--- config.mk ---
export PLATFORM = sky130hd
export DESIGN_NAME = lifo_stack_with_search_unit_flat
export DESIGN_NICKNAME = d
export VERILOG_FILES = /design/src/sv/lss_pkg.sv /design/src/sv/lss_if.sv /design/src/sv/lifo_stack_with_search_unit.sv /design/src/flat_wrapper.sv
export VERILOG_INCLUDE_DIRS = /design/src /design/src/sv
export SDC_FILE = /design/constraint.sdc
export NUM_CORES = 2
export LEC_CHECK = 0
export ABC_AREA = 1
export BUFFER_PORTS_ARGS = -buffer_cell sky130_fd_sc_hd__buf_2
export CORE_MARGIN = 1
export CORE_UTILIZATION = 45
export DETAILED_ROUTE_END_ITERATION = 16
export PLACE_DENSITY = 0.61
export SLEW_MARGIN = 10
export SYNTH_ARGS = -nofsm -noshare
export SYNTH_HDL_FRONTEND = slang
export SYNTH_SLANG_ARGS = --single-unit
--- constraint.sdc ---
create_clock -name i_clk -period 6.7 [get_ports i_clk]
set_input_delay 0 -clock i_clk [delete_from_list [all_inputs] [get_ports i_clk]]
set_output_delay 0 -clock i_clk [all_outputs]
set_load 0.02 [all_outputs]
--- src/sv/lifo_stack_with_search_unit_macros.svh ---
`ifndef LIFO_STACK_WITH_SEARCH_UNIT_MACROS_SVH
`define LIFO_STACK_WITH_SEARCH_UNIT_MACROS_SVH

// Same-cycle implication, sampled on i_clk and off while i_rst_n is low.
`define LSS_ASSERT_NOW(lbl, ante, cons, msg) \
    lbl: assert property (@(posedge i_clk) disable iff (!i_rst_n) (ante) |-> (cons)) \
        else $error(msg);

// Next-cycle implication, sampled on i_clk and off while i_rst_n is low.
`define LSS_ASSERT_NEXT(lbl, ante, cons, msg) \
    lbl: assert property (@(posedge i_clk) disable iff (!i_rst_n) (ante) |=> (cons)) \
        else $error(msg);

`endif

--- src/sv/lss_pkg.sv ---
`timescale 1ns / 1ps
`default_nettype none

package lss_pkg;

    localparam int DATA_W = 32;
    localparam int POS_W  = 7;

    typedef enum logic [1:0] {
        CMD_PUSH   = 2'd0,
        CMD_POP    = 2'd1,
        CMD_TOP    = 2'd2,
        CMD_SEARCH = 2'd3
    } t_cmd;

    typedef enum logic [1:0] {
        ST_OK       = 2'd0,
        ST_EMPTY    = 2'd1,
        ST_FULL     = 2'd2,
        ST_NOTFOUND = 2'd3
    } t_status;

endpackage

`default_nettype wire

--- src/sv/lss_if.sv ---
`timescale 1ns / 1ps
`default_nettype none

interface lss_in_if;
    logic                                valid;
    logic                                ready;
    lss_pkg::t_cmd                       cmd;
    logic signed [lss_pkg::DATA_W-1:0]   value;

    modport source (output valid, output cmd, output value, input ready);
    modport sink   (input valid, input cmd, input value, output ready);
endinterface

interface lss_out_if;
    logic                                valid;
    logic                                ready;
    lss_pkg::t_status                    status;
    logic signed [lss_pkg::DATA_W-1:0]   data;
    logic        [lss_pkg::POS_W-1:0]    position;

    modport source (output valid, output status, output data, output position, input ready);
    modport sink   (input valid, input status, input data, input position, output ready);
endinterface

`default_nettype wire

--- src/sv/lifo_stack_with_search_unit.sv ---
// Push goes through S_DONE to the output register; pop and top add S_READ for
// the one registered memory read; search compares entries top down in S_SEARCH
// before S_DONE. One transaction at a time; search walks the single memory read
// port one entry per cycle.
// Reset (i_rst_n, synchronous, active low) empties the stack and the output
// register; the stack memory keeps its contents and needs no clearing pass.
`timescale 1ns / 1ps
`default_nettype none

`include "lifo_stack_with_search_unit_macros.svh"

module lifo_stack_with_search_unit #(
    parameter int DEPTH = 64
) (
    input  wire           i_clk,
    input  wire           i_rst_n,
    lss_in_if.sink        i_cmd_ch,
    lss_out_if.source     o_res_ch
);

    localparam int AW = (DEPTH > 1) ? $clog2(DEPTH) : 1;
    localparam int CW = $clog2(DEPTH + 1);
    localparam int DW = lss_pkg::DATA_W;
    localparam int PW = lss_pkg::POS_W;

    typedef enum logic [1:0] {
        S_IDLE,
        S_READ,
        S_SEARCH,
        S_DONE
    } t_state;

    // stack memory, one write and one registered read port
    logic signed [DW-1:0] r_mem [DEPTH];
    logic signed [DW-1:0] r_rd_data;

    t_state               r_state,      n_state;
    logic [CW-1:0]        r_count,      n_count;
    logic [AW-1:0]        r_addr,       n_addr;
    logic [CW-1:0]        r_pos,        n_pos;
    logic signed [DW-1:0] r_key,        n_key;
    lss_pkg::t_status     r_res_status, n_res_status;
    logic signed [DW-1:0] r_res_data,   n_res_data;
    logic [CW-1:0]        r_res_pos,    n_res_pos;
    logic                 r_o_valid,    n_o_valid;
    lss_pkg::t_status     r_o_status,   n_o_status;
    logic signed [DW-1:0] r_o_data,     n_o_data;
    logic [PW-1:0]        r_o_pos,      n_o_pos;

    logic                 in_accept;
    logic                 is_full;
    logic                 is_empty;
    logic [AW-1:0]        top_addr;
    logic                 rd_en;
    logic [AW-1:0]        rd_addr;
    logic                 wr_en;

    assign i_cmd_ch.ready    = (r_state == S_IDLE);
    assign in_accept         = i_cmd_ch.valid && (r_state == S_IDLE);
    assign is_full           = (r_count == CW'(DEPTH));
    assign is_empty          = (r_count == '0);
    assign top_addr          = AW'(r_count - 1'b1);

    assign o_res_ch.valid    = r_o_valid;
    assign o_res_ch.status   = r_o_status;
    assign o_res_ch.data     = r_o_data;
    assign o_res_ch.position = r_o_pos;

    always_comb begin
        n_state      = r_state;
        n_count      = r_count;
        n_addr       = r_addr;
        n_pos        = r_pos;
        n_key        = r_key;
        n_res_status = r_res_status;
        n_res_data   = r_res_data;
        n_res_pos    = r_res_pos;
        n_o_valid    = r_o_valid;
        n_o_status   = r_o_status;
        n_o_data     = r_o_data;
        n_o_pos      = r_o_pos;
        rd_en        = 1'b0;
        rd_addr      = top_addr;
        wr_en        = 1'b0;

        // drop the result once the sink takes it
        if (r_o_valid && o_res_ch.ready) begin
            n_o_valid = 1'b0;
        end

        case (r_state)
            S_IDLE: begin
                if (in_accept) begin
                    n_res_status = lss_pkg::ST_OK;
                    n_res_data   = '0;
                    n_res_pos    = '0;
                    n_state      = S_DONE;
                    case (i_cmd_ch.cmd)
                        lss_pkg::CMD_PUSH: begin
                            if (is_full) begin
                                n_res_status = lss_pkg::ST_FULL;
                            end else begin
                                wr_en   = 1'b1;
                                n_count = r_count + 1'b1;
                            end
                        end
                        lss_pkg::CMD_POP: begin
                            if (is_empty) begin
                                n_res_status = lss_pkg::ST_EMPTY;
                            end else begin
                                rd_en   = 1'b1;
                                n_count = r_count - 1'b1;
                                n_state = S_READ;
                            end
                        end
                        lss_pkg::CMD_TOP: begin
                            if (is_empty) begin
                                n_res_status = lss_pkg::ST_EMPTY;
                            end else begin
                                rd_en   = 1'b1;
                                n_state = S_READ;
                            end
                        end
                        lss_pkg::CMD_SEARCH: begin
                            if (is_empty) begin
                                n_res_status = lss_pkg::ST_EMPTY;
                            end else begin
                                // start at the top, position 1
                                rd_en   = 1'b1;
                                n_addr  = top_addr;
                                n_pos   = CW'(1);
                                n_key   = i_cmd_ch.value;
                                n_state = S_SEARCH;
                            end
                        end
                        default: begin
                            n_res_status = lss_pkg::ST_EMPTY;
                        end
                    endcase
                end
            end
            S_READ: begin
                n_res_data = r_rd_data;
                n_state    = S_DONE;
            end
            S_SEARCH: begin
                if (r_rd_data == r_key) begin
                    n_res_pos = r_pos;
                    n_state   = S_DONE;
                end else if (r_addr == '0) begin
                    n_res_status = lss_pkg::ST_NOTFOUND;
                    n_state      = S_DONE;
                end else begin
                    // advance one entry toward the bottom
                    rd_en   = 1'b1;
                    rd_addr = r_addr - 1'b1;
                    n_addr  = r_addr - 1'b1;
                    n_pos   = r_pos + 1'b1;
                end
            end
            S_DONE: begin
                // hold until the output register is free
                if (!r_o_valid || o_res_ch.ready) begin
                    n_o_valid  = 1'b1;
                    n_o_status = r_res_status;
                    n_o_data   = r_res_data;
                    n_o_pos    = PW'(r_res_pos);
                    n_state    = S_IDLE;
                end
            end
            default: begin
                n_state = S_IDLE;
            end
        endcase
    end

    always_ff @(posedge i_clk) begin
        if (wr_en) begin
            r_mem[r_count[AW-1:0]] <= i_cmd_ch.value;
        end
        if (rd_en) begin
            r_rd_data <= r_mem[rd_addr];
        end
    end

    always_ff @(posedge i_clk) begin
        if (!i_rst_n) begin
            r_state   <= S_IDLE;
            r_count   <= '0;
            r_o_valid <= 1'b0;
        end else begin
            r_state   <= n_state;
            r_count   <= n_count;
            r_o_valid <= n_o_valid;
        end
        r_addr       <= n_addr;
        r_pos        <= n_pos;
        r_key        <= n_key;
        r_res_status <= n_res_status;
        r_res_data   <= n_res_data;
        r_res_pos    <= n_res_pos;
        r_o_status   <= n_o_status;
        r_o_data     <= n_o_data;
        r_o_pos      <= n_o_pos;
    end

    `LSS_ASSERT_NOW(a_count_bound, 1'b1, r_count <= CW'(DEPTH), "entry count above depth")
    `LSS_ASSERT_NEXT(a_push_grows, in_accept && i_cmd_ch.cmd == lss_pkg::CMD_PUSH && !is_full, r_count == $past(r_count) + 1'b1, "push did not grow the stack")
    `LSS_ASSERT_NOW(a_search_walk, r_state == S_SEARCH, (CW+1)'(r_pos) + (CW+1)'(r_addr) == (CW+1)'(r_count), "search position and address out of step")
    `LSS_ASSERT_NOW(a_fail_zero, r_o_valid && r_o_status != lss_pkg::ST_OK, r_o_data == '0 && r_o_pos == '0, "failed transaction carries data")

endmodule

`default_nettype wire
--- src/flat_wrapper.sv ---
// flat-port wrapper written by rule: the top's interface ports become plain ports
module lifo_stack_with_search_unit_flat 
#(
    parameter int DEPTH = 64
)
  (i_clk, i_rst_n, i_cmd_ch_valid, i_cmd_ch_cmd, i_cmd_ch_value, i_cmd_ch_ready, o_res_ch_valid, o_res_ch_status, o_res_ch_data, o_res_ch_position, o_res_ch_ready);
  lss_in_if i_cmd_ch_i ();
  lss_out_if o_res_ch_i ();
  input  wire i_clk;
  input  wire i_rst_n;
  input wire logic [$bits(i_cmd_ch_i.valid)-1:0] i_cmd_ch_valid;
  input wire logic [$bits(i_cmd_ch_i.cmd)-1:0] i_cmd_ch_cmd;
  input wire logic [$bits(i_cmd_ch_i.value)-1:0] i_cmd_ch_value;
  output wire logic [$bits(i_cmd_ch_i.ready)-1:0] i_cmd_ch_ready;
  output wire logic [$bits(o_res_ch_i.valid)-1:0] o_res_ch_valid;
  output wire logic [$bits(o_res_ch_i.status)-1:0] o_res_ch_status;
  output wire logic [$bits(o_res_ch_i.data)-1:0] o_res_ch_data;
  output wire logic [$bits(o_res_ch_i.position)-1:0] o_res_ch_position;
  input wire logic [$bits(o_res_ch_i.ready)-1:0] o_res_ch_ready;
  assign i_cmd_ch_i.valid = i_cmd_ch_valid;
  assign i_cmd_ch_i.cmd = i_cmd_ch_cmd;
  assign i_cmd_ch_i.value = i_cmd_ch_value;
  assign i_cmd_ch_ready = i_cmd_ch_i.ready;
  assign o_res_ch_valid = o_res_ch_i.valid;
  assign o_res_ch_status = o_res_ch_i.status;
  assign o_res_ch_data = o_res_ch_i.data;
  assign o_res_ch_position = o_res_ch_i.position;
  assign o_res_ch_i.ready = o_res_ch_ready;
  lifo_stack_with_search_unit #(.DEPTH(DEPTH)) u_core (.i_clk(i_clk), .i_rst_n(i_rst_n), .i_cmd_ch(i_cmd_ch_i), .o_res_ch(o_res_ch_i));
endmodule
==> impl_metrics.toml <==
[clock_tree]
cts_hold_buf = 43
clk_pin_slew_ns = 0.06
ctsResizeCount = 0
clockBufferDepth = 3
cts_tree = "yes"
cts_buffers = 222
cts_num_sinks = 2217
postCtsSetupRepairBufs = 0
clk-insertion-delay-late_ns = 0.90
cts_htree_levels = 4
cts_root_buffer = "clkbuf_16"

[setup_path]
cp-end-kind = "flip-flop"
required_ns = 7.30
critPathMaxFanout = 99
critical_path_arrival_ns = 5.79
critPathKind = "flip-flop to flip-flop"
critPathLaunchType = "flip-flop"

[sta]
setup_violations = 0
period_share_pct = 77.48
finClkSkew_ns = 0.05130
hold_viol = 0
max_slew_margin_pct = 14.72
grt_setup_unrepaired = "no"
fmax_mhz = 192.6
fin_tns_setup_ns = 0
worst_pin_slew_ns = 1.276
fin_crit_ns = 5.191
slew_violations = 0

[pwr]
p_int_mw = 26.72
p_switching_mw = 17.33
power.share.clock_pct = 27.5
ir_worst_vdd_mv = 0.7129
swShare_pct = 39.34
pwr-share-comb_pct = 36.0
cellPowerDensity_mw_per_mm2 = 408.1
p_leak_nw = 41.46
seq_power_share_pct = 36.6

[global_route]
grt_usage_pct = 26.43
antenna_found_initial = 21
grt_pass1_wl_um = 422000
grt_pass1_vias = 61710
grt-ovfl-total = 0
grt_start_max_net_pins = 171

[job]
max_cap_violations = 0

[detailed_routing]
drt_iter0_drc = 9081
ant_nets = 0
drtPass1Iterations = 6
num_vias = 65507
drc = 0
wire_per_inst_um = 25.19
wl_um = 290500
avgViaCountPerCell = 5.682

[logic_synthesis]
ys_seq_elements = 2217
synthCells = 8546
synth_top_flop_cell = "edfxtp_1"
ys_async_sr_fraction_pct = 0
synth.distinct_cells = 35
synthesis.nets = 8595
post_synth.cell_area_avg_sq_um = 11.32
synth_edf_count = 2207
ys_seq_area_share_pct = 68.72
syn-cell-area_sq_mm = 0.09673
ys_warn_count = 0

[floorplanning]
dieHeight_um = 465.6
boundaryPins = 81
core.rowCount = 169
core_area_sq_mm = 0.2129
die_w_um = 465.6
start_util_pct = 45.43
design.die.area_sq_mm = 0.2168

[final_layout]
synthToLayoutAreaGrowth_pct = 11.60
nets = 8562
final_cell_mix = "edfxtp_1, nand3_1, nand2_1"
layout-drive-gt1-share_pct = 7.355
utilization_pct = 50.70
final_common_cell = "edfxtp_1"

[placed_design]
port_buffers = 80
hpwl_um = 148700
gp_congestion = 0.8862

[worst_hold_path]
hold_class = "input pin to flip-flop"

[outcome]
outcome = "finished clean"
==> area by class of cell <==
type	instances	area, sq um
multi-input cells	4503	23510
diodes	7	17.52
flip-flops and latches	2217	66470
inverters	1261	4747
clock buffers	295	5914
clock inverters	117	1094
well taps	2821	3530
repair buffers	308	2660
fillers	18324	105000
==> logic make-up (layout without fill, tap and decap cells) <==
group	after synthesis	in the layout	synth area share, %
flip-flops	2217	2217	68.72
AO/OA/AOI/OAI	47	47	0.2820
adder cells (fa/ha/maj)	11	11	0.1423
XOR/XNOR	30	30	0.2716
buffers and inverters	1826	1981	7.567
other	0	7	0
AND/OR/NAND/NOR	4415	4415	23.01
==> per-layer routing <==
| layer | track usage [%] | wire (um) |
|---|---|---|
| met5 | 0 | 60 |
| met4 | 8.616 | 9089 |
| met3 | 4.514 | 28020 |
| met2 | 41.78 | 133800 |
| met1 | 37.15 | 119500 |
==> flip-flops by register name, indices dropped and copies added, names as in the netlist <==
signal                    cells
u_core.r_mem               2048
u_core.o_res_ch.data         32
u_core.r_key                 32
u_core.r_rd_data             32
u_core.r_res_data            32
u_core.o_res_ch.position      7
u_core.r_count                7
u_core.r_pos                  7
u_core.r_res_pos              7
u_core.r_addr                 6
u_core.o_res_ch.status        2
u_core.r_res_status           2
u_core.r_state                2
u_core.o_res_ch.valid         1
==> critical path: stages, from the launching register on <==
cell,delay (ns)
edfxtp_1,0.54
xnor2_1,0.20
nand2_1,0.07
nor2_1,0.34
nand2_1,0.25
nor2_2,0.21
nand2_4,0.10
nand2_2,0.12
nand2_8,0.36
nand2_8,0.92
buf_12,0.44
nand2_1,0.10
nand3_1,0.09
nand3_1,0.10
nand3_1,0.12
nand3_1,0.19
nand3_1,0.42
nand2_1,0.10
==> cells in the mapped netlist (2+ instances only) <==
| master | number | area, sq um |
|---|---|---|
| dfxtp_1 | 10 | 200.2 |
| or2_2 | 6 | 37.54 |
| o21ai_1 | 4 | 20.02 |
| nand4_1 | 3 | 18.77 |
| nand2_1 | 1334 | 5007 |
| nand2_4 | 3 | 33.78 |
| o21ai_2 | 2 | 17.52 |
| a211oi_1 | 3 | 22.52 |
| buf_2 | 357 | 1787 |
| nand3_1 | 2183 | 10930 |
| nand2_2 | 2 | 12.51 |
| ha_1 | 11 | 137.6 |
| edfxtp_1 | 2207 | 66270 |
| o211ai_1 | 3 | 22.52 |
| inv_1 | 1253 | 4703 |
| nor2_2 | 2 | 12.51 |
| xnor2_1 | 26 | 227.7 |
| clkinv_1 | 4 | 15.01 |
| a221oi_1 | 3 | 26.28 |
| xor2_1 | 4 | 35.03 |
| nand3b_1 | 763 | 5728 |
| clkbuf_1 | 157 | 589.3 |
| o21ai_0 | 19 | 95.09 |
| inv_2 | 4 | 15.01 |
| nor4_1 | 2 | 12.51 |
| nor3_1 | 13 | 65.06 |
| a21oi_1 | 12 | 60.06 |
| nor2_1 | 101 | 379.1 |
| buf_1 | 47 | 176.4 |
| buf_4 | 3 | 22.52 |
==> final timing paths <==
path / start / to / slack, ns / cells past startpoint
max: u_core.r_rd_data[16]$_DFFE_PP_ / u_core.r_rd_data[24]$_DFFE_PP_ / 1.51 / 17
max reg2reg: u_core.r_rd_data[16]$_DFFE_PP_ / u_core.r_rd_data[24]$_DFFE_PP_ / 1.51 / 17
min reg2reg: u_core.r_res_data[3]$_SDFFCE_PN0P_ / u_core.o_res_ch.data[3]$_DFFE_PP_ / 0.42 / 0
min: o_res_ch_ready / u_core.o_res_ch.valid$_SDFF_PN0_ / 0.07 / 5
==> metrics by stage <==
step	std cells	worst slack, ns	cell area [sq um]	total power, mW	hold WS (ns)
3_3_place_gp	11066	1.640	100500	31.83	0.3214
2_1_floorplan	8546	1.472	96730	26.07	0.09887
4_1_cts	11521	1.556	107900	43.93	0.005328
3_5_place_dp	11066	1.622	100500	31.93	0.3369
6_report	11529	1.509	107900	44.05	0.06951
5_1_grt	11523	1.390	107900	45.85	0.06381
==> power by group through the flow <==
stage / clock network (mW) / logic [mW] / registers, mW
6_report: 12.1 / 15.8 / 16.1
3_5_place_dp: 0 / 15.5 / 16.4
2_1_floorplan: 0 / 9.78 / 16.3
5_1_grt: 12.7 / 17.0 / 16.1
4_1_cts: 12.2 / 15.6 / 16.1
3_3_place_gp: 0 / 15.5 / 16.4
Power figures use the tool's default switching activity.
